==> src/rtl/atrp_pkg.sv <==
// Shared types, constants and arithmetic helpers for the accelerometer tilt block.
package atrp_pkg;

  // Default parameter values.
  localparam int ANGLE_FRAC_BITS_DEF = 8;
  localparam int CORDIC_STAGES_DEF   = 16;

  // Fixed widths of the sample and result fields.
  localparam int IN_W    = 16;
  localparam int ROLL_W  = 17;
  localparam int PITCH_W = 16;

  // Internal fixed-point formats.
  localparam int ANG_BITS = 20;              // angle fraction bits inside the datapath
  localparam int IN_SHIFT = 16;              // fraction bits of the vector components
  localparam int TAB_LEN  = 24;              // entries in the arctangent table
  localparam int ROOT_W   = 2 * IN_SHIFT;    // magnitude width out of the square root
  localparam int CW       = 36;              // vector component width with CORDIC growth
  localparam int ZW       = 30;              // angle accumulator width

  typedef logic signed [CW-1:0] cw_t;
  typedef logic signed [ZW-1:0] ang_t;

  localparam ang_t DEG180 = ang_t'(180 << ANG_BITS);
  localparam ang_t DEG90  = ang_t'(90 << ANG_BITS);

  // One vector under rotation plus its accumulated angle.
  typedef struct packed {
    cw_t  x;
    cw_t  y;
    ang_t z;
  } cvec_t;

  // Sample fields that ride along the square-root chain.
  typedef struct packed {
    logic [IN_W-1:0] ax;
    logic [IN_W-1:0] ay;
    logic [IN_W-1:0] az;
    logic            yz_zero;
  } raw_side_t;

  // Flags that ride along the CORDIC chain.
  typedef struct packed {
    logic ax_pos;
    logic yz_zero;
  } tilt_side_t;

  // One finished result beat.
  typedef struct packed {
    logic [PITCH_W-1:0] pitch;
    logic [ROLL_W-1:0]  roll;
  } res_t;

  // Arctangent of 2^-idx in degrees, scaled by 2^ANG_BITS and rounded.
  function automatic ang_t atan_entry(input int idx);
    ang_t r;
    case (idx)
      0:       r = ang_t'(47185920);
      1:       r = ang_t'(27855475);
      2:       r = ang_t'(14718068);
      3:       r = ang_t'(7471121);
      4:       r = ang_t'(3750058);
      5:       r = ang_t'(1876857);
      6:       r = ang_t'(938658);
      7:       r = ang_t'(469357);
      8:       r = ang_t'(234682);
      9:       r = ang_t'(117342);
      10:      r = ang_t'(58671);
      11:      r = ang_t'(29335);
      12:      r = ang_t'(14668);
      13:      r = ang_t'(7334);
      14:      r = ang_t'(3667);
      15:      r = ang_t'(1833);
      16:      r = ang_t'(917);
      17:      r = ang_t'(458);
      18:      r = ang_t'(229);
      19:      r = ang_t'(115);
      20:      r = ang_t'(57);
      21:      r = ang_t'(29);
      22:      r = ang_t'(14);
      23:      r = ang_t'(7);
      default: r = '0;
    endcase
    return r;
  endfunction

  // One vectoring micro-rotation; a zero y component leaves the vector alone.
  function automatic cvec_t cordic_rot(input cvec_t v, input int sh, input ang_t ang);
    cw_t   xs;
    cw_t   ys;
    cvec_t r;
    xs = v.x >>> sh;
    ys = v.y >>> sh;
    r  = v;
    if (v.y > 0) begin
      r.x = v.x + ys;
      r.y = v.y - xs;
      r.z = v.z + ang;
    end else if (v.y < 0) begin
      r.x = v.x - ys;
      r.y = v.y + xs;
      r.z = v.z - ang;
    end
    return r;
  endfunction

  // Symmetric saturation of an angle.
  function automatic ang_t clamp_ang(input ang_t v, input ang_t lim);
    ang_t r;
    r = v;
    if (v > lim) begin
      r = lim;
    end else if (v < -lim) begin
      r = -lim;
    end
    return r;
  endfunction

endpackage

==> src/rtl/atrp_sqrt_cell.sv <==
// One cell of the pipelined integer square root: settles one root bit per cycle while en is high.
module atrp_sqrt_cell #(
  parameter int ROOT_W = atrp_pkg::ROOT_W,
  parameter int SIDE_W = 1
) (
  input  logic                  clk,
  input  logic                  rst_n,
  input  logic                  en,
  input  logic                  in_valid,
  input  logic [2*ROOT_W-1:0]   in_rad,
  input  logic [ROOT_W:0]       in_rem,
  input  logic [ROOT_W-1:0]     in_root,
  input  logic [SIDE_W-1:0]     in_side,
  output logic                  out_valid,
  output logic [2*ROOT_W-1:0]   out_rad,
  output logic [ROOT_W:0]       out_rem,
  output logic [ROOT_W-1:0]     out_root,
  output logic [SIDE_W-1:0]     out_side
);

  logic                  valid_r;
  logic [2*ROOT_W-1:0]   rad_r;
  logic [ROOT_W:0]       rem_r;
  logic [ROOT_W-1:0]     root_r;
  logic [SIDE_W-1:0]     side_r;

  logic [ROOT_W+2:0]     rem_sh;
  logic [ROOT_W+2:0]     trial;
  logic [ROOT_W+2:0]     diff;
  logic                  bit_set;
  logic [2*ROOT_W-1:0]   rad_nxt;
  logic [ROOT_W:0]       rem_nxt;
  logic [ROOT_W-1:0]     root_nxt;

  // Bring down the next two radicand bits and try the next root bit.
  always_comb begin
    rem_sh   = {in_rem, in_rad[2*ROOT_W-1 -: 2]};
    trial    = {1'b0, in_root, 2'b01};
    diff     = rem_sh - trial;
    bit_set  = (rem_sh >= trial);
    rem_nxt  = bit_set ? diff[ROOT_W:0] : rem_sh[ROOT_W:0];
    root_nxt = {in_root[ROOT_W-2:0], bit_set};
    rad_nxt  = {in_rad[2*ROOT_W-3:0], 2'b00};
  end

  // Valid flag.
  always_ff @(posedge clk) begin
    if (!rst_n) begin
      valid_r <= 1'b0;
    end else if (en) begin
      valid_r <= in_valid;
    end
  end

  // Partial root, remainder and passengers.
  always_ff @(posedge clk) begin
    if (en) begin
      rad_r  <= rad_nxt;
      rem_r  <= rem_nxt;
      root_r <= root_nxt;
      side_r <= in_side;
    end
  end

  assign out_valid = valid_r;
  assign out_rad   = rad_r;
  assign out_rem   = rem_r;
  assign out_root  = root_r;
  assign out_side  = side_r;

endmodule

==> config.mk <==
export PLATFORM = sky130hd
export DESIGN_NAME = atrp_sqrt_cell
export DESIGN_NICKNAME = d
export VERILOG_FILES = /design/src/rtl/atrp_pkg.sv /design/src/rtl/atrp_sqrt_cell.sv
export SDC_FILE = /design/constraint.sdc
export NUM_CORES = 1
export LEC_CHECK = 0
export BUFFER_PORTS_ARGS = -buffer_cell sky130_fd_sc_hd__buf_2
export CAP_MARGIN = 20
export CORE_MARGIN = 3
export CORE_UTILIZATION = 49
export DETAILED_ROUTE_END_ITERATION = 12
export HOLD_SLACK_MARGIN = 0.03
export PLACE_DENSITY_LB_ADDON = 0.3
export SLEW_MARGIN = 20
export SYNTH_ARGS = -nofsm -noshare
export SYNTH_HDL_FRONTEND = slang
export SYNTH_SLANG_ARGS = --single-unit
==> constraint.sdc <==
create_clock -name clk -period 4.85 [get_ports clk]
set_clock_uncertainty 0.15 [all_clocks]
set_input_delay 0.7275 -clock clk [delete_from_list [all_inputs] [get_ports clk]]
set_output_delay 0.7275 -clock clk [all_outputs]
set_load 0.005 [all_outputs]
### Word level (Yosys, flattened, before mapping)

Index checks and enable logic that the tools add are counted.

| word-level totals | value |
|---|---|
| RAM bits | 0 |
| bits in registers | 129 |
| bits in latches | 0 |
| memories kept | 0 |
| ROM bits | 0 |
| output and inout port bits | 131 |
| bits of input ports | 134 |
| logic and storage cells | 8 |

| cells by class | value |
|---|---|
| reduce and logical (&&, ||, !) cells | 0 |
| shift operators | 0 |
| add/sub/neg operators | 1 |
| divide/modulo/power cells | 0 |
| eq/ne operators | 0 |
| $mul | 0 |
| bitwise operators | 0 |
| $lt $le $gt $ge | 1 |
| muxes and demuxes | 1 |

Operator list:

| cell | number |
|---|---|
| $ge A35 B34 Y1 | 1 |
| $mux W33 | 1 |
| $sub A33 B33 Y33 | 1 |

### Depth between registers and ports, before layout

| logic depth | value |
|---|---|
| depth in word-level cells | 2 |
| mapped depth | 14 |
| mapped depth without buffers | 11 |

### Worst setup path after synthesis

Ideal clock, no wire load.

| timing path | value |
|---|---|
| kind | input -> register |
| from | input port in_root[13] |
| to | register rem_r[10] (netlist: out_rem[10]), data pin |
| setup slack | 1.206 ns |
| arrival time | 3.234 ns |
| setup time | 0.260 ns |
| required time | 4.440 ns |
| buffers on the path | 3 |
| stages | 14 |
| path through | inv_1 ha_1 buf_2 nor2_1 o21ba_2 o21ai_0 a21oi_1 a2111oi_4 o211ai_4 and2_4 buf_12 inv_8 buf_12 mux2_4 |

| on the way | value |
|---|---|
| cells in the longest elaborated chain, start to end | 2 |

Ends and longest elaborated chain:

| element | line | source |
|---|---|---|
| from (decl) | atrp_sqrt_cell.sv:12 | `input logic [ROOT_W-1:0] in_root,` |
| $ge A35 B34 Y1 | atrp_sqrt_cell.sv:40 | `bit_set = (rem_sh >= trial);` |
| $mux W33 | atrp_sqrt_cell.sv:41 | `rem_nxt = bit_set ? diff[ROOT_W:0] : rem_sh[ROOT_W:0];` |
| net rem_nxt[10] | atrp_sqrt_cell.sv:32 | `logic [ROOT_W:0] rem_nxt;` |
| to (signal assigned) | atrp_sqrt_cell.sv:59 | `rem_r <= rem_nxt;` |
| to (decl) | atrp_sqrt_cell.sv:23 | `logic [ROOT_W:0] rem_r;` |

The timed path passes the listed nets, and every way through them passes these cells.
A chain may end at the register's enable or synchronous reset.

### Worst setup path after layout

| timing path | value |
|---|---|
| from | input port in_root[13] |
| to | register rem_r[3] (netlist: out_rem[3]), data pin |

The elaborated chain is that of the path after synthesis.

==> impl_metrics.json <==
{
  "synth_area_leaders": "edfxtp_1, ha_1, mux2_4",
  "area_growth_pct": 31.5,
  "reg2reg_slack_ps": 4100,
  "p_leak_nw": 3.83,
  "place_area_um2": 7920,
  "vias": 5031,
  "portBuffers": 262,
  "crit_path_end_kind": "register",
  "required_ps": 4870,
  "grt_first_pass_wirelength_mm": 25.7,
  "ctsRootBufferMaster": "clkbuf_16",
  "ys_ff_latch": 129,
  "dp_hpwl_mm": 13.1,
  "status": "complete, no violations",
  "final_area_um2": 8520,
  "synth_top_area_cell": "edfxtp_1",
  "maxCapViolCount": 0,
  "drv_slew": 0,
  "slew_headroom_pct": 31.3,
  "dp_worst_setup_slack_ps": 569,
  "rr_worst_depth": 2,
  "hold_buffers": 0,
  "clock.fmax_mhz": 260,
  "grt_max_degree": 130,
  "setup_viol": 0,
  "synthCells": 492,
  "period_share_pct": 79.3,
  "syn_area_per_cell_um2": 13.2,
  "dr.pass1.iters": 5,
  "gp_congestion": 0.819,
  "cts_tree": "built",
  "reg2reg_from": "out_valid$_SDFFE_PN0P_",
  "synth-async-reset-ratio_pct": 0,
  "cp_max_fo": 24,
  "die-area_um2": 14600,
  "tightest_slew_ps": 1030,
  "wl_per_cell_um": 18.0,
  "cts.repair.resized": 0,
  "grt-ovfl-total": 0,
  "cts.clk_slew.worst_paths_ps": 60,
  "synth_cell_type_count": 59,
  "synth_top_cells_by_count": "edfxtp_1, inv_1, a21oi_1, ha_1, nand2_1",
  "grtUsageTotal_pct": 23.1,
  "hold_path_class": "in2reg",
  "rsz0062_at_grt": "no",
  "antenna_found_initial": 1,
  "cts_max_level": 4,
  "postRouteAntennaNets": 0,
  "synth_edf_count": 128,
  "grt_pass1_vias": 4952,
  "vias_per_cell": 5.30,
  "drt_wl_total_mm": 17.0,
  "floorplan.initialDensity_pct": 50.7,
  "clock_sinks": 129,
  "crit_end": "out_rem[3]$_DFFE_PP_",
  "clock_latency_ps": 410,
  "nets": 932,
  "finalCriticalPeriod_ps": 3840,
  "die_x_um": 121,
  "cts_setup_buffers": 0,
  "hold_viol_final": 0,
  "ioPinCount": 265,
  "setup_slack_ps": 1010,
  "yosys.area.top_type_share_pct": 59.3,
  "path_class": "in2reg",
  "cts_made_buffers": 17,
  "drc_errors": 0,
  "drt_iter0_drc": 303,
  "synthesis.area_um2": 6480,
  "cellPowerDensity_nw_per_um2": 382,
  "cts_buffer_depth": 2,
  "yosysWarningCount": 0,
  "core-area_um2": 12800,
  "cp_data_arrival_time_ps": 3860,
  "fin_setup_tns_ps": 0,
  "synthMostInstantiatedCell": "edfxtp_1",
  "r2r-end": "out_valid$_SDFFE_PN0P_",
  "rows": 41,
  "ys.flop_type": "edfxtp_1",
  "crit_start": "in_root[13]",
  "start_kind": "input pin",
  "yosysSeqAreaShare_pct": 59.6,
  "fp.dieH_um": 121,
  "peakVddDrop_mv": 0.297,
  "drive_gt1_share_pct": 42.4
}
[kinds of logic after synthesis]
family	count (synthesis)	share of synthesized area [%]
DFF	129	59.6
and+or+nand+nor	101	7.63
muxes	24	5.18
other	1	0.0579
buffers and inverters	56	4.25
xor gates and xnor gates	25	3.38
adders and majority gates	34	6.57
AOI/OAI and AO/OA	122	13.3
[routing by layer]
| metal | wire length [um] | track usage, % |
|---|---|---|
| met5 | 0 | 0 |
| met4 | 498 | 9.56 |
| met3 | 1460 | 7.74 |
| met2 | 8650 | 40.2 |
| met1 | 6430 | 25.9 |
[cells in the final DEF (no fill, tap or decap), drive strengths merged, types with 9 or more instances in the layout]
master  instances
o21ai          26
ha             34
nand2          26
a21oi          35
clkbuf         19
buf           261
nand3          12
mux2           22
nor2           25
xnor2          18
a21o           11
edfxtp        128
o21a            9
inv            47
nor3            9
[metrics by stage]
| stage | instances | hold WS [ps] | power (mW) | util, % |
|---|---|---|---|---|
| after floorplan | 493 | 357 | 1.74 | - |
| after global placement | 917 | 353 | 1.99 | 62.0 |
| final | 949 | 334 | 3.25 | 66.7 |
| after detailed placement | 917 | 375 | 2.00 | 62.0 |
| after CTS | 948 | 317 | 3.28 | 66.6 |
| after global routing | 949 | 311 | 3.40 | 66.7 |
[sequential cells by signal, summed over array words and instances, names as in the netlist]
signal	cells
out_rad	62
out_rem	33
out_root	32
out_side	1
out_valid	1
[final cells by class]
class | count | area (um^2)
timing repair buffer | 262 | 1320
sequential | 129 | 3860
clock buffer | 18 | 429
antenna | 1 | 2.50
multi-input combinational | 308 | 2340
inverter | 46 | 180
clock inverter | 13 | 163
tap | 172 | 215
fill | 984 | 4260
[worst min path at each step]
stage,start,endpoint,cells past startpoint
2_1_floorplan,out_valid$_SDFFE_PN0P_,out_valid$_SDFFE_PN0P_,2
3_3_place_gp,out_valid$_SDFFE_PN0P_,out_valid$_SDFFE_PN0P_,2
3_5_place_dp,out_valid$_SDFFE_PN0P_,out_valid$_SDFFE_PN0P_,2
4_1_cts,in_rad[32],out_rad[34]$_DFFE_PP_,1
5_1_grt,in_rad[19],out_rad[21]$_DFFE_PP_,1
6_report,in_rad[19],out_rad[21]$_DFFE_PP_,1
[report_power, final]
group	total [mW]	internal, mW	switching, mW	leakage (nW)
combinational	0.589	0.279	0.311	2.28
clock	1.27	0.804	0.468	0.284
sequential	1.39	1.36	0.0268	1.26
[worst max-delay path, stage by stage]
cell and delay, ps:
buf_2 90, inv_1 40, ha_1 450, nor2_1 130, o21ba_2 210, o21ai_0 330
o2111ai_2 290, a2111oi_4 540, o211ai_4 210, and2_4 250, inv_8 220, mux2_2 370
(Power assumes the default switching activity.)
