==> src/rtl/atrp_pkg.sv <==
// Shared types, constants and arithmetic helpers for the accelerometer tilt block.
package atrp_pkg;

  // Default parameter values.
  localparam int ANGLE_FRAC_BITS_DEF = 8;
  localparam int CORDIC_STAGES_DEF   = 16;

  // Fixed widths of the sample and result fields.
  localparam int IN_W    = 16;
  localparam int ROLL_W  = 17;
  localparam int PITCH_W = 16;

  // Internal fixed-point formats.
  localparam int ANG_BITS = 20;              // angle fraction bits inside the datapath
  localparam int IN_SHIFT = 16;              // fraction bits of the vector components
  localparam int TAB_LEN  = 24;              // entries in the arctangent table
  localparam int ROOT_W   = 2 * IN_SHIFT;    // magnitude width out of the square root
  localparam int CW       = 36;              // vector component width with CORDIC growth
  localparam int ZW       = 30;              // angle accumulator width

  typedef logic signed [CW-1:0] cw_t;
  typedef logic signed [ZW-1:0] ang_t;

  localparam ang_t DEG180 = ang_t'(180 << ANG_BITS);
  localparam ang_t DEG90  = ang_t'(90 << ANG_BITS);

  // One vector under rotation plus its accumulated angle.
  typedef struct packed {
    cw_t  x;
    cw_t  y;
    ang_t z;
  } cvec_t;

  // Sample fields that ride along the square-root chain.
  typedef struct packed {
    logic [IN_W-1:0] ax;
    logic [IN_W-1:0] ay;
    logic [IN_W-1:0] az;
    logic            yz_zero;
  } raw_side_t;

  // Flags that ride along the CORDIC chain.
  typedef struct packed {
    logic ax_pos;
    logic yz_zero;
  } tilt_side_t;

  // One finished result beat.
  typedef struct packed {
    logic [PITCH_W-1:0] pitch;
    logic [ROLL_W-1:0]  roll;
  } res_t;

  // Arctangent of 2^-idx in degrees, scaled by 2^ANG_BITS and rounded.
  function automatic ang_t atan_entry(input int idx);
    ang_t r;
    case (idx)
      0:       r = ang_t'(47185920);
      1:       r = ang_t'(27855475);
      2:       r = ang_t'(14718068);
      3:       r = ang_t'(7471121);
      4:       r = ang_t'(3750058);
      5:       r = ang_t'(1876857);
      6:       r = ang_t'(938658);
      7:       r = ang_t'(469357);
      8:       r = ang_t'(234682);
      9:       r = ang_t'(117342);
      10:      r = ang_t'(58671);
      11:      r = ang_t'(29335);
      12:      r = ang_t'(14668);
      13:      r = ang_t'(7334);
      14:      r = ang_t'(3667);
      15:      r = ang_t'(1833);
      16:      r = ang_t'(917);
      17:      r = ang_t'(458);
      18:      r = ang_t'(229);
      19:      r = ang_t'(115);
      20:      r = ang_t'(57);
      21:      r = ang_t'(29);
      22:      r = ang_t'(14);
      23:      r = ang_t'(7);
      default: r = '0;
    endcase
    return r;
  endfunction

  // One vectoring micro-rotation; a zero y component leaves the vector alone.
  function automatic cvec_t cordic_rot(input cvec_t v, input int sh, input ang_t ang);
    cw_t   xs;
    cw_t   ys;
    cvec_t r;
    xs = v.x >>> sh;
    ys = v.y >>> sh;
    r  = v;
    if (v.y > 0) begin
      r.x = v.x + ys;
      r.y = v.y - xs;
      r.z = v.z + ang;
    end else if (v.y < 0) begin
      r.x = v.x - ys;
      r.y = v.y + xs;
      r.z = v.z - ang;
    end
    return r;
  endfunction

  // Symmetric saturation of an angle.
  function automatic ang_t clamp_ang(input ang_t v, input ang_t lim);
    ang_t r;
    r = v;
    if (v > lim) begin
      r = lim;
    end else if (v < -lim) begin
      r = -lim;
    end
    return r;
  endfunction

endpackage

==> src/rtl/atrp_cordic_cell.sv <==
// One CORDIC vectoring cell that turns the roll and pitch vectors by one table angle.
module atrp_cordic_cell #(
  parameter int STAGE  = 0,
  parameter int SIDE_W = 1
) (
  input  logic                  clk,
  input  logic                  rst_n,
  input  logic                  en,
  input  logic                  in_valid,
  input  atrp_pkg::cvec_t       in_roll,
  input  atrp_pkg::cvec_t       in_pitch,
  input  logic [SIDE_W-1:0]     in_side,
  output logic                  out_valid,
  output atrp_pkg::cvec_t       out_roll,
  output atrp_pkg::cvec_t       out_pitch,
  output logic [SIDE_W-1:0]     out_side
);

  localparam atrp_pkg::ang_t ANG = atrp_pkg::atan_entry(STAGE);

  logic                  valid_r;
  atrp_pkg::cvec_t       roll_r;
  atrp_pkg::cvec_t       pitch_r;
  logic [SIDE_W-1:0]     side_r;
  atrp_pkg::cvec_t       roll_nxt;
  atrp_pkg::cvec_t       pitch_nxt;

  // Both lanes use the same shift and table angle.
  always_comb begin
    roll_nxt  = atrp_pkg::cordic_rot(in_roll, STAGE, ANG);
    pitch_nxt = atrp_pkg::cordic_rot(in_pitch, STAGE, ANG);
  end

  // Valid flag.
  always_ff @(posedge clk) begin
    if (!rst_n) begin
      valid_r <= 1'b0;
    end else if (en) begin
      valid_r <= in_valid;
    end
  end

  // Rotated vectors and passengers.
  always_ff @(posedge clk) begin
    if (en) begin
      roll_r  <= roll_nxt;
      pitch_r <= pitch_nxt;
      side_r  <= in_side;
    end
  end

  assign out_valid = valid_r;
  assign out_roll  = roll_r;
  assign out_pitch = pitch_r;
  assign out_side  = side_r;

endmodule

==> config.mk <==
export PLATFORM = sky130hd
export DESIGN_NAME = atrp_cordic_cell
export DESIGN_NICKNAME = d
export VERILOG_FILES = /design/src/rtl/atrp_pkg.sv /design/src/rtl/atrp_cordic_cell.sv
export SDC_FILE = /design/constraint.sdc
export NUM_CORES = 1
export LEC_CHECK = 0
export BUFFER_PORTS_ARGS = -buffer_cell sky130_fd_sc_hd__buf_2
export CAP_MARGIN = 5
export CELL_PAD_IN_SITES_DETAIL_PLACEMENT = 1
export CELL_PAD_IN_SITES_GLOBAL_PLACEMENT = 1
export CORE_MARGIN = 3
export CORE_UTILIZATION = 35
export DETAILED_ROUTE_END_ITERATION = 8
export MAX_ROUTING_LAYER = met4
export PLACE_DENSITY = 0.79
export SLEW_MARGIN = 15
export SYNTH_ARGS = -nofsm -noshare
export SYNTH_HDL_FRONTEND = slang
export SYNTH_SLANG_ARGS = --single-unit
export TNS_END_PERCENT = 50
==> constraint.sdc <==
create_clock -name clk -period 11 [get_ports clk]
set_input_delay 2.2 -clock clk [delete_from_list [all_inputs] [get_ports clk]]
set_output_delay 2.2 -clock clk [all_outputs]
set_load 0.01 [all_outputs]
# [After elaboration in Yosys (flattened, before gate mapping)]
# Cells that the tools add are included.
# W data, S select, Z words.
[op_classes] add_sub_neg=10 n_mul=0 div_mod_pow=0 n_lt_le_gt_ge=4 n_eq_ne=0 shifts=0 mux=4 bitwise=0 n_reduce_logical=0
[op_table] operator="$mux W102" n=4
[op_table] operator="$sub A36 B36 Y36" n=4
[op_table] operator="$add A36 B36 Y36" n=2
[op_table] operator="$gt A36 B1 Y1 const B" n=2
[op_table] operator="$lt A36 B1 Y1 const B" n=2
[op_table] operator="$add A30 B27 Y30 const B" n=2
[op_table] operator="$sub A30 B27 Y30 const B" n=2
[totals] ff_bits=206 latch_bits=0 ramBits=0 mem_bits_ro=0 inputBits=209 n_memories=0

# [Logic depth before layout (Yosys ltp)]
# Gate-level depths: netlist of run 1.
[depth] word_depth=3 mapped_depth=14 depth_no_buf=13

# [Worst setup path before layout of run 1]
# OpenSTA, ideal clock, no wires.
[synth_timing] kind="input to register" startpoint="in in_pitch[34] in the netlist's numbering" endpoint="reg pitch_r (netlist bit out_pitch[100]), data pin" setup_time_ps=261 arrival_ps=4921 required_time_ps=10739 setup_slack_ps=5818 cell_stages=13 n_path_buf=1 path_cell_list="inv_1 ha_1 buf_4 and4b_1 a2111oi_0 o21bai_1 a221oi_1 o21ai_1 a221o_1 a311oi_1 a2bb2oi_1 o211a_1 a31oi_1"
[synth_rtl] item="from (decl)" line_no="atrp_cordic_cell.sv:11" text="input atrp_pkg::cvec_t in_pitch,"
[synth_rtl] item="to (signal assigned)" line_no="atrp_cordic_cell.sv:47" text="pitch_r <= pitch_nxt;"
[synth_rtl] item="to (decl)" line_no="atrp_cordic_cell.sv:23" text="atrp_pkg::cvec_t pitch_r;"

==> results of run 1 <==
## area by class of cell
cell class              instances  area share
repair buffers                431      0.0908
inverters                     220      0.0339
clock buffers                  34      0.0305
diodes                         10     0.00103
clock inverters                19     0.00565
flip-flops and latches        206       0.253
well taps                     765      0.0393
multi-input cells            1989       0.545
## sequential cells by signal (all words and copies together), names as in the netlist
signal     count
out_pitch    102
out_valid      1
out_roll     102
out_side       1
## worst min-delay path by stage
stage,end,slack [ps],depth (start not counted)
after floorplan,out_valid$_SDFFE_PN0P_,540,2
after detailed placement,out_valid$_SDFFE_PN0P_,560,2
after CTS,out_valid$_SDFFE_PN0P_,560,2
final,out_valid$_SDFFE_PN0P_,550,2
after global routing,out_valid$_SDFFE_PN0P_,590,2
after global placement,out_valid$_SDFFE_PN0P_,500,2
## per-stage QoR
step / instance area (sq um) / instances / util
after floorplan: 20900 / 2565 / -
after global routing: 24400 / 3673 / 0.418
after global placement: 23500 / 3611 / 0.402
after CTS: 24300 / 3664 / 0.417
after detailed placement: 23500 / 3611 / 0.402
final: 24400 / 3674 / 0.418
## worst max-delay path: stages
cell	delay (ps)
buf_2	220
inv_1	170
ha_1	360
nor2b_1	80
o311ai_1	480
a21oi_1	290
a21o_1	290
a31oi_1	670
o41ai_2	260
o31ai_1	620
o31ai_1	230
xor2_1	170
o221ai_1	130
## layout by cell type (no fill, tap or decap), drive strengths merged, types with 51 or more instances in the layout
cell type and instances:
a21oi 325, nor3 64, nand2 156, o21ai 190, a21o 51, nor2 236
o21bai 67, edfxtp 205, ha 222, inv 213, buf 431
## report_power, final
| part | switching (mW) | internal [mW] |
|---|---|---|
| combinational | 0.767 | 0.404 |
| clock | 0.402 | 0.489 |
| sequential | 0.0407 | 0.996 |
| total | 1.21 | 1.89 |
## logic make-up (layout without fill, tap and decap cells)
group / after synthesis / count (layout) / synth area share
buf+inv: 370 / 704 / 0.0670
xor+xnor: 65 / 65 / 0.0273
simple gates: 674 / 674 / 0.151
other cells: 0 / 10 / 0
compound gates: 1002 / 1002 / 0.310
mux: 20 / 20 / 0.00978
fa+ha+maj: 228 / 228 / 0.139
flops: 206 / 206 / 0.296
## routing by layer
| layer | global-route usage | up-vias |
|---|---|---|
| li1 | - | 10100 |
| met1 | 0.377 | 11200 |
| met2 | 0.460 | 1056 |
| met3 | 0.0412 | 189 |
| met4 | 0.0944 | 0 |
| met5 | - | - |
==> results by group, run 1 <==
Final layout
  – Fin nets: approximately 3300
  – Area Overhead vs Synth: 16.9%
  – FF+latch area: 6180 sq um
  – Area of the multi-input gates: 13300 sq um
  – Filler cell count: around 7100
  – Layout cells sized above 1: 0.179

Timing
  – Slew Limit Fails: 0
  – Setup TNS: 0 ps
  – Post-Route Skew: 0 ps
  – Hold Slack: between 500 and 600 ps
  – Final worst slack: ~5100 ps
  – Setup violations, final: 0
  – Relative slew slack: 0.224
  – Worst slew pin tran: 1160 ps
  – Final Hold Fails: 0
  – RSZ-0062 raised after global routing: no
  – Period minus WS final: 5880 ps
  – Fmax: 0.170 GHz
  – Final Cycle Share: 0.534

Global routing
  – Global-route wire length before repair: ~140000 um
  – Largest net degree at the start of global routing: 84
  – Initial antenna violation count: 12
  – Total GRT Usage: 0.288
  – Total gr overflow: 0
  – Vias in the first global route: ~22000

Logic synthesis
  – Area leader, netlist: edfxtp_1
  – Share of the yosys chip area belonging to registers: 0.296
  – Primary FF master, synth: edfxtp_1
  – Most common cell in the netlist: a21oi_1
  – Net Count, Synth: between 3000 and 4000
  – Avg Cell Area, Syn: approximately 8.1 sq um
  – Most frequent cells after synthesis: 324 x a21oi_1, 236 x nor2_1, 222 x ha_1
  – Ranking of synthesized cells by area: edfxtp_1 30%, ha_1 13%, a21oi_1 7.8%, o21ai_0 4.4%, nor2_1 4.2%
  – Yosys top cell area share: 0.295
  – Yosys warns: 0
  – Yosys cell types: 84
  – Post-synth EDFFs: 205
  – Mapped Area: about 21000 sq um
  – Async S/R FF share, synth: 0
  – Mapped Cells: between 2000 and 3000
  – Seq cells post-synth: ~210

Worst setup path
  – R2R Path End: out_valid$_SDFFE_PN0P_
  – Crit. Startpoint: in_roll[31]
  – Critical path arrival: between 6000 and 7000 ps
  – Crit. End Element: register
  – Worst reg-to-reg setup slack: slightly above 10000 ps
  – WS Path Type: input port to register
  – Critical Path RT: between 10000 and 15000 ps
  – Worst Path Max Fanout: 5
  – Reg2reg path depth: 2
  – Startpoint types: input port
  – R2R Path Start: out_valid$_SDFFE_PN0P_
  – Worst setup path end: out_roll[65]$_DFFE_PP_

CTS
  – Setup Fix Bufs, Post-CTS: 0
  – CTS root buf: clkbuf_16
  – CTS tree: built
  – CTS Sinks: roughly 200
  – Hold-fix buffers at CTS: 0
  – Num CTS Buffers: 29
  – H-tree lvl count: 1
  – Clk slew on worst S/H paths: roughly 60 ps
  – Post-CTS sizing: 0
  – Clock tree buffer depth: 3
  – Clk_lat worst skew: between 500 and 600 ps

Routing
  – Routed wl met3: 6860 um
  – M1 wire length: between 30000 and 40000 um
  – Via count: roughly 23000
  – DR top layer: met4
  – DRC: 0
  – Wire per inst: between 20 and 30 um
  – DR iter-0 viols: slightly below 2000
  – Vias per cell: approximately 6.2
  – Final ANT Viol Nets: 0
  – Met2 WL: between 40000 and 50000 um
  – Final WL: around 93000 um
  – Pre-antenna DRT Iters: 5

Power
  – Tot Pwr: ~3.1 mW
  – Max VDD drop: roughly 0.13 mV
  – Pwr Density: approximately 130 nW/um^2
  – Pleak: between 10 and 15 nW

Job
  – Maxcap violations: 0

Placed design
  – Post-DP HPWL: roughly 71000 um
  – Routability Congestion: 0.983
  – Dpl ws: between 4000 and 5000 ps
  – PortBufs: just over 400

Floorplan
  – Row cnt: 88
  – Die area: between 60000 and 70000 sq um
  – I/O pin total: between 400 and 500
  – Die width: 250 um
  – Height of the die: approximately 250 um
  – Core Area: roughly 60000 sq um
  – Starting density of the core: 0.357

Worst hold path
  – Hold WC Path Type: register to register
  – Worst Hold Launch: out_valid$_SDFFE_PN0P_

Run status
  – Status: finished, final reports clean
(Power assumes the default switching activity.)
==> run 2, diff against run 1 <==
Settings changed: PLACE_DENSITY 0.79 to 0.82.
Clock period 11 ns to 5.17 ns, I/O delays scaled along.
==> run 2 against run 1 <==
Compared with the run above:
- global-route usage rose by 0.62 points
- power rose by 120%
- non-clock buffer count rose by 68
- die area did not move
- clock skew did not move
==> results by group, run 2 (synthesized netlist as in run 1, its figures left out) <==
Final layout
  – Fin nets: 3380 (+2.0%)
  – Most frequent cells in the layout: 412 x buf_2, 324 x a21oi_1, 234 x nor2_1, 222 x ha_1, 207 x inv_1
  – Area Overhead vs Synth: 19.8%
  – Final Instance Area: 25000 sq um (+2.5%)
  – Layout cells sized above 1: 0.197 (+0.0178)
  – Filler cell count: 7160 (+1.0%)
  – Commonest non-fill, non-tap cell in the layout: buf_2
  – Final Util: 0.428 (+0.0103)
  – Post-route insts no fill: 3746 (+2.0%)

Placed design
  – Routability Congestion: 0.992 (+0.84%)
  – Placed cells: 3679 (+1.9%)
  – Dpl ws: 396 ps (-4300 ps)
  – PortBufs: 414 (unchanged)
  – DP Area: 24000 sq um (+2.3%)
  – Post-DP HPWL: 73600 um (+4.0%)

Worst setup path
  – Crit-path most repeated cell: o21ai_1
  – Critical-path cell list: buf_2, inv_1, ha_1, a211oi_1, o211ai_1, o21a_1, o21ai_1, o21ai_1, a41o_1, a221o_1, o221ai_1, xnor2_1, o22ai_1
  – Worst Path Max Fanout: 11 (+6)
  – Critical Path RT: 5460 ps (-5850 ps)
  – Slowest cell on crit path: a211oi_1
  – Startpoint types: input port
  – Critical path arrival: 4560 ps (-1620 ps)
  – Crit. End Element: register
  – Largest stage delay, worst path: 470 ps (-200 ps)
  – Reg2reg path depth: 2 (unchanged)
  – WS Path Type: input port to register

CTS
  – Setup Fix Bufs, Post-CTS: 0 (unchanged)
  – Hold-fix buffers at CTS: 0 (unchanged)
  – H-tree lvl count: 1 (unchanged)
  – Clk slew on worst S/H paths: 60 ps (about the same)
  – Post-CTS sizing: 0 (unchanged)
  – Clk_lat worst skew: 580 ps (about the same)
  – CTS tree: built
  – CTS Sinks: 206 (unchanged)
  – Clock tree buffer depth: 3 (unchanged)
  – CTS root buf: clkbuf_16
  – Num CTS Buffers: 27 (-6.9%)

Timing
  – Period minus WS final: around 4300 ps
  – Worst slew pin tran: 1130 ps (-33.4 ps)
  – Hold Slack: 534 ps (-21.3 ps)
  – Setup TNS: 0 ps (unchanged)
  – Slew Limit Fails: 0 (unchanged)
  – Fmax: around 0.23 GHz
  – Final Hold Fails: 0 (unchanged)
  – Final worst slack: 900 ps (-4220 ps)
  – Setup violations, final: 0 (unchanged)
  – Post-Route Skew: 0 ps (unchanged)
  – Final Cycle Share: 0.826
  – RSZ-0062 raised after global routing: no
  – Relative slew slack: 0.248 (+0.0242)

Routing
  – DRC: 0 (unchanged)
  – Wire per inst: 25.2 um (-0.26%)
  – Final WL: 94500 um (+1.7%)
  – Final ANT Viol Nets: 0 (unchanged)
  – Pre-antenna DRT Iters: 6 (+1)
  – Via count: 22800 (+0.74%)
  – DR iter-0 viols: 2183 (+11%)
  – Vias per cell: 6.08 (-1.2%)

Floorplan
  – Core Area: 58400 sq um (unchanged)
  – Row cnt: 88 (unchanged)
  – Die area: 62500 sq um (unchanged)
  – Die width: 250 um (unchanged)
  – I/O pin total: 415 (unchanged)
  – Starting density of the core: 0.357 (unchanged)
  – Height of the die: 250 um (unchanged)

Run status
  – Status: finished, final reports clean

Global routing
  – Total gr overflow: 0 (unchanged)
  – Largest net degree at the start of global routing: 94 (+12%)
  – Vias in the first global route: 23000 (+2.9%)
  – Global-route wire length before repair: 142000 um (+2.4%)
  – Initial antenna violation count: 20 (+8)
  – Total GRT Usage: 0.294 (+0.00616)

Job
  – Maxcap violations: 0 (unchanged)

Power
  – Max VDD drop: 0.374 mV (+190%)
  – Pwr Density: 273 nW/um^2 (+110%)
  – Tot Pwr: 6.82 mW (+120%)
  – Pleak: 10.9 nW (+3.5%)

Worst hold path
  – Hold WC Path Type: register to register
  – Hold path depth: 2 (unchanged)
==> run 2: cell types whose count changed in the layout (fill, tap and decap cells not counted), sizes merged <==
cell	previous run	this run
diode	10	19
buf	431	499
clkinvlp	4	2
bufinv	0	5
clkinv	22	19
clkbuf	34	29
==> run 2: layout make-up <==
cell class | instances | area [sq um] | share of cell area
multi-input combinational | 1989 | 13300 | 0.532
sequential | 206 | 6180 | 0.247
timing repair buffer | 499 | 2750 | 0.110
tap | 765 | 957 | 0.0383
inverter | 220 | 826 | 0.0331
clock buffer | 29 | 683 | 0.0274
clock inverter | 19 | 246 | 0.00987
antenna | 19 | 47.5 | 0.00190
==> run 2: critical path: cells and delay by family <==
| family | cells | cell delay, ps |
|---|---|---|
| AOI/OAI and AO/OA | 9 | 2740 |
| adders and majority gates | 1 | 430 |
| xor gates and xnor gates | 1 | 160 |
| buffers and inverters | 2 | 190 |
==> run 2: power breakdown <==
group          internal, mW  total, mW  switching (mW)
sequential             2.12       2.20          0.0818
clock                  1.21       2.04           0.829
combinational         0.915       2.58            1.66
total                  4.24       6.82            2.57
==> run 2: routing by layer <==
layer  wire, um  part of all wire  up-vias  global-route usage
li1           -                 -    10300                   -
met1      39400              0.42    11200               0.379
met2      43600              0.46     1071               0.465
met3       7950             0.084      201              0.0485
met4       3570             0.038        0               0.111
met5          0                 0        -                   -
==> run 2: final timing paths <==
kind | to | startpoint | slack (ps)
max | out_pitch[65]$_DFFE_PP_ | in_pitch[34] | 900
min | out_valid$_SDFFE_PN0P_ | out_valid$_SDFFE_PN0P_ | 530
max reg2reg | out_valid$_SDFFE_PN0P_ | out_valid$_SDFFE_PN0P_ | 4560
min reg2reg | out_valid$_SDFFE_PN0P_ | out_valid$_SDFFE_PN0P_ | 530
==> run 3, diff against run 2 <==
Settings changed: PLACE_DENSITY 0.82 to 0.79.
Clock period 5.17 ns to 4.3 ns, I/O delays scaled along.
==> run 3 against run 2 <==
Compared with the run above:
- critical path type unchanged
- largest power group unchanged
- sequential share of layout area down 1.2 points
- combinational power rose by 30%
- flip-flop and latch count unchanged
- die area unchanged
- sequential power increased by 20%
- wire length is 5.4% higher
==> results by group, run 3 (synthesized netlist as in run 1, its figures left out) <==
Placed design
  – Post-DP HPWL: 78300 um (+6.5%)
  – Routability Congestion: 1.03 (+3.8%)
  – PortBufs: 414 (unchanged)
  – DP Area: 25300 sq um (+5.3%)
  – Placed cells: 3843 (+4.5%)

Routing
  – Final WL: 99600 um (+5.4%)
  – DRC: 0 (unchanged)
  – Wire per inst: 25.5 um (+0.95%)
  – Via count: 23600 (+3.4%)
  – Vias per cell: 6.02 (-0.93%)
  – DR iter-0 viols: 1976 (-9.5%)
  – Pre-antenna DRT Iters: 5 (-1)
  – Final ANT Viol Nets: 0 (unchanged)

CTS
  – Setup Fix Bufs, Post-CTS: 0 (unchanged)
  – Hold-fix buffers at CTS: 0 (unchanged)
  – Clk slew on worst S/H paths: 70 ps (about the same)
  – H-tree lvl count: 1 (unchanged)
  – CTS Sinks: 206 (unchanged)
  – Num CTS Buffers: 29 (+7.4%)
  – Post-CTS sizing: 0 (unchanged)
  – Clk_lat worst skew: 600 ps (+20 ps)
  – CTS root buf: clkbuf_16
  – Clock tree buffer depth: 3 (unchanged)
  – CTS tree: built

Timing
  – Fmax: 0.255 GHz
  – Post-Route Skew: 0 ps (unchanged)
  – Slew Limit Fails: 0 (unchanged)
  – Setup TNS: 0 ps (unchanged)
  – Final Hold Fails: 0 (unchanged)
  – Hold Slack: 430 ps (-103 ps)
  – Period minus WS final: between 3000 and 4000 ps
  – Setup violations, final: 0 (unchanged)
  – Final Cycle Share: 0.911
  – Relative slew slack: 0.188 (-0.0598)
  – RSZ-0062 raised after global routing: no
  – Worst slew pin tran: 1220 ps (+88.5 ps)

Final layout
  – Post-route insts no fill: 3910 (+4.4%)
  – Most frequent cells in the layout: 412 x buf_2, 324 x a21oi_1, 245 x buf_4, 234 x nor2_1, 222 x ha_1
  – Fin nets: 3546 (+4.9%)
  – Layout cells sized above 1: 0.240 (+0.0424)
  – Filler cell count: 7228 (+0.95%)
  – Final Instance Area: 26200 sq um (+5.0%)
  – Area Overhead vs Synth: 25.8%
  – Commonest non-fill, non-tap cell in the layout: buf_2

Worst setup path
  – R2R Path End: out_valid$_SDFFE_PN0P_
  – Critical path arrival: 4270 ps (-290 ps)
  – WS Path Type: input port to register
  – Reg2reg path depth: 2 (unchanged)
  – Worst setup path end: out_pitch[100]$_DFFE_PP_
  – Worst Path Max Fanout: 4 (-7)
  – Crit. End Element: register
  – Worst reg-to-reg setup slack: 3670 ps (-890 ps)
  – R2R Path Start: out_valid$_SDFFE_PN0P_
  – Crit. Startpoint: in_pitch[66]
  – Startpoint types: input port
  – Critical Path RT: 4650 ps (-810 ps)

Global routing
  – Vias in the first global route: 24400 (+6.2%)
  – Total gr overflow: 0 (unchanged)
  – Largest net degree at the start of global routing: 88 (-6.4%)
  – Total GRT Usage: 0.313 (+0.0187)
  – Global-route wire length before repair: 150000 um (+5.4%)
  – Initial antenna violation count: 13 (-35%)

Power
  – Tot Pwr: 8.41 mW (+23%)
  – Max VDD drop: 0.296 mV (-21%)
  – Pwr Density: 321 nW/um^2 (+18%)
  – Pleak: 11.7 nW (+7.4%)

Run status
  – Status: finished, final reports clean

Floorplan
  – Height of the die: 250 um (unchanged)
  – Starting density of the core: 0.357 (unchanged)
  – Core Area: 58400 sq um (unchanged)
  – I/O pin total: 415 (unchanged)
  – Die area: 62500 sq um (unchanged)
  – Row cnt: 88 (unchanged)
  – Die width: 250 um (unchanged)

Job
  – Maxcap violations: 0 (unchanged)

Worst hold path
  – Hold WC Path Type: input port to register
-- run 3: cell types whose count changed in the layout (fill, tap and decap cells not counted), moves of 2 or more --
| cell | previous run | this run |
|---|---|---|
| buf_12 | 2 | 5 |
| buf_4 | 84 | 245 |
| bufinv_16 | 5 | 2 |
| clkbuf_1 | 2 | 4 |
| clkbuf_16 | 27 | 29 |
| clkinv_1 | 14 | 16 |
| diode_2 | 19 | 14 |
-- run 3: area by class of cell --
type                            count  area, sq um  area share
Multi-Input combinational cell   1989        13300       0.507
Tap cell                          765          957      0.0365
Inverter                          220          826      0.0315
Antenna cell                       14         35.0     0.00134
Clock buffer                       33          741      0.0282
Sequential cell                   206         6180       0.236
Clock inverter                     20          181     0.00692
Timing Repair Buffer              663         4020       0.153
-- run 3: worst min-delay path by stage --
stage	start	to	slack (ps)	depth (start not counted)
6_report	in_pitch[15]	out_pitch[15]$_DFFE_PP_	430	1
5_1_grt	in_pitch[0]	out_pitch[0]$_DFFE_PP_	410	1
4_1_cts	in_pitch[15]	out_pitch[15]$_DFFE_PP_	400	1
3_5_place_dp	out_valid$_SDFFE_PN0P_	out_valid$_SDFFE_PN0P_	570	2
3_3_place_gp	out_valid$_SDFFE_PN0P_	out_valid$_SDFFE_PN0P_	500	2
2_1_floorplan	out_valid$_SDFFE_PN0P_	out_valid$_SDFFE_PN0P_	540	2
-- run 3: power breakdown --
part / total, mW / internal, mW / switching, mW / leakage (nW)
clock: 2.41 / 1.36 / 1.04 / 0.447
sequential: 2.64 / 2.55 / 0.0978 / 2.02
combinational: 3.36 / 1.28 / 2.08 / 9.26
-- run 3: critical path, stage by stage --
cell	delay [ps]
buf_2	120
inv_1	60
ha_1	180
fa_1	290
and4b_1	230
a2111oi_2	460
buf_4	200
o21bai_1	90
a221oi_1	280
buf_4	180
o21ai_1	70
a221o_1	390
a311oi_1	300
buf_4	200
a2bb2oi_1	160
o211a_1	150
a31oi_1	40
-- run 3: per-layer routing --
metal  wire length, um  part of all wire  global-route usage
met5                 0                 0                   -
met4              3890             0.039               0.128
met3              7800             0.078              0.0568
met2             46500              0.47               0.499
met1             41500              0.42               0.393
-- run 3: through the flow --
stage,setup slack (ps),util
after floorplan,458,-
after global placement,-480,0.433
after detailed placement,-520,0.433
after CTS,74.1,0.449
after global routing,154,0.449
final,385,0.449
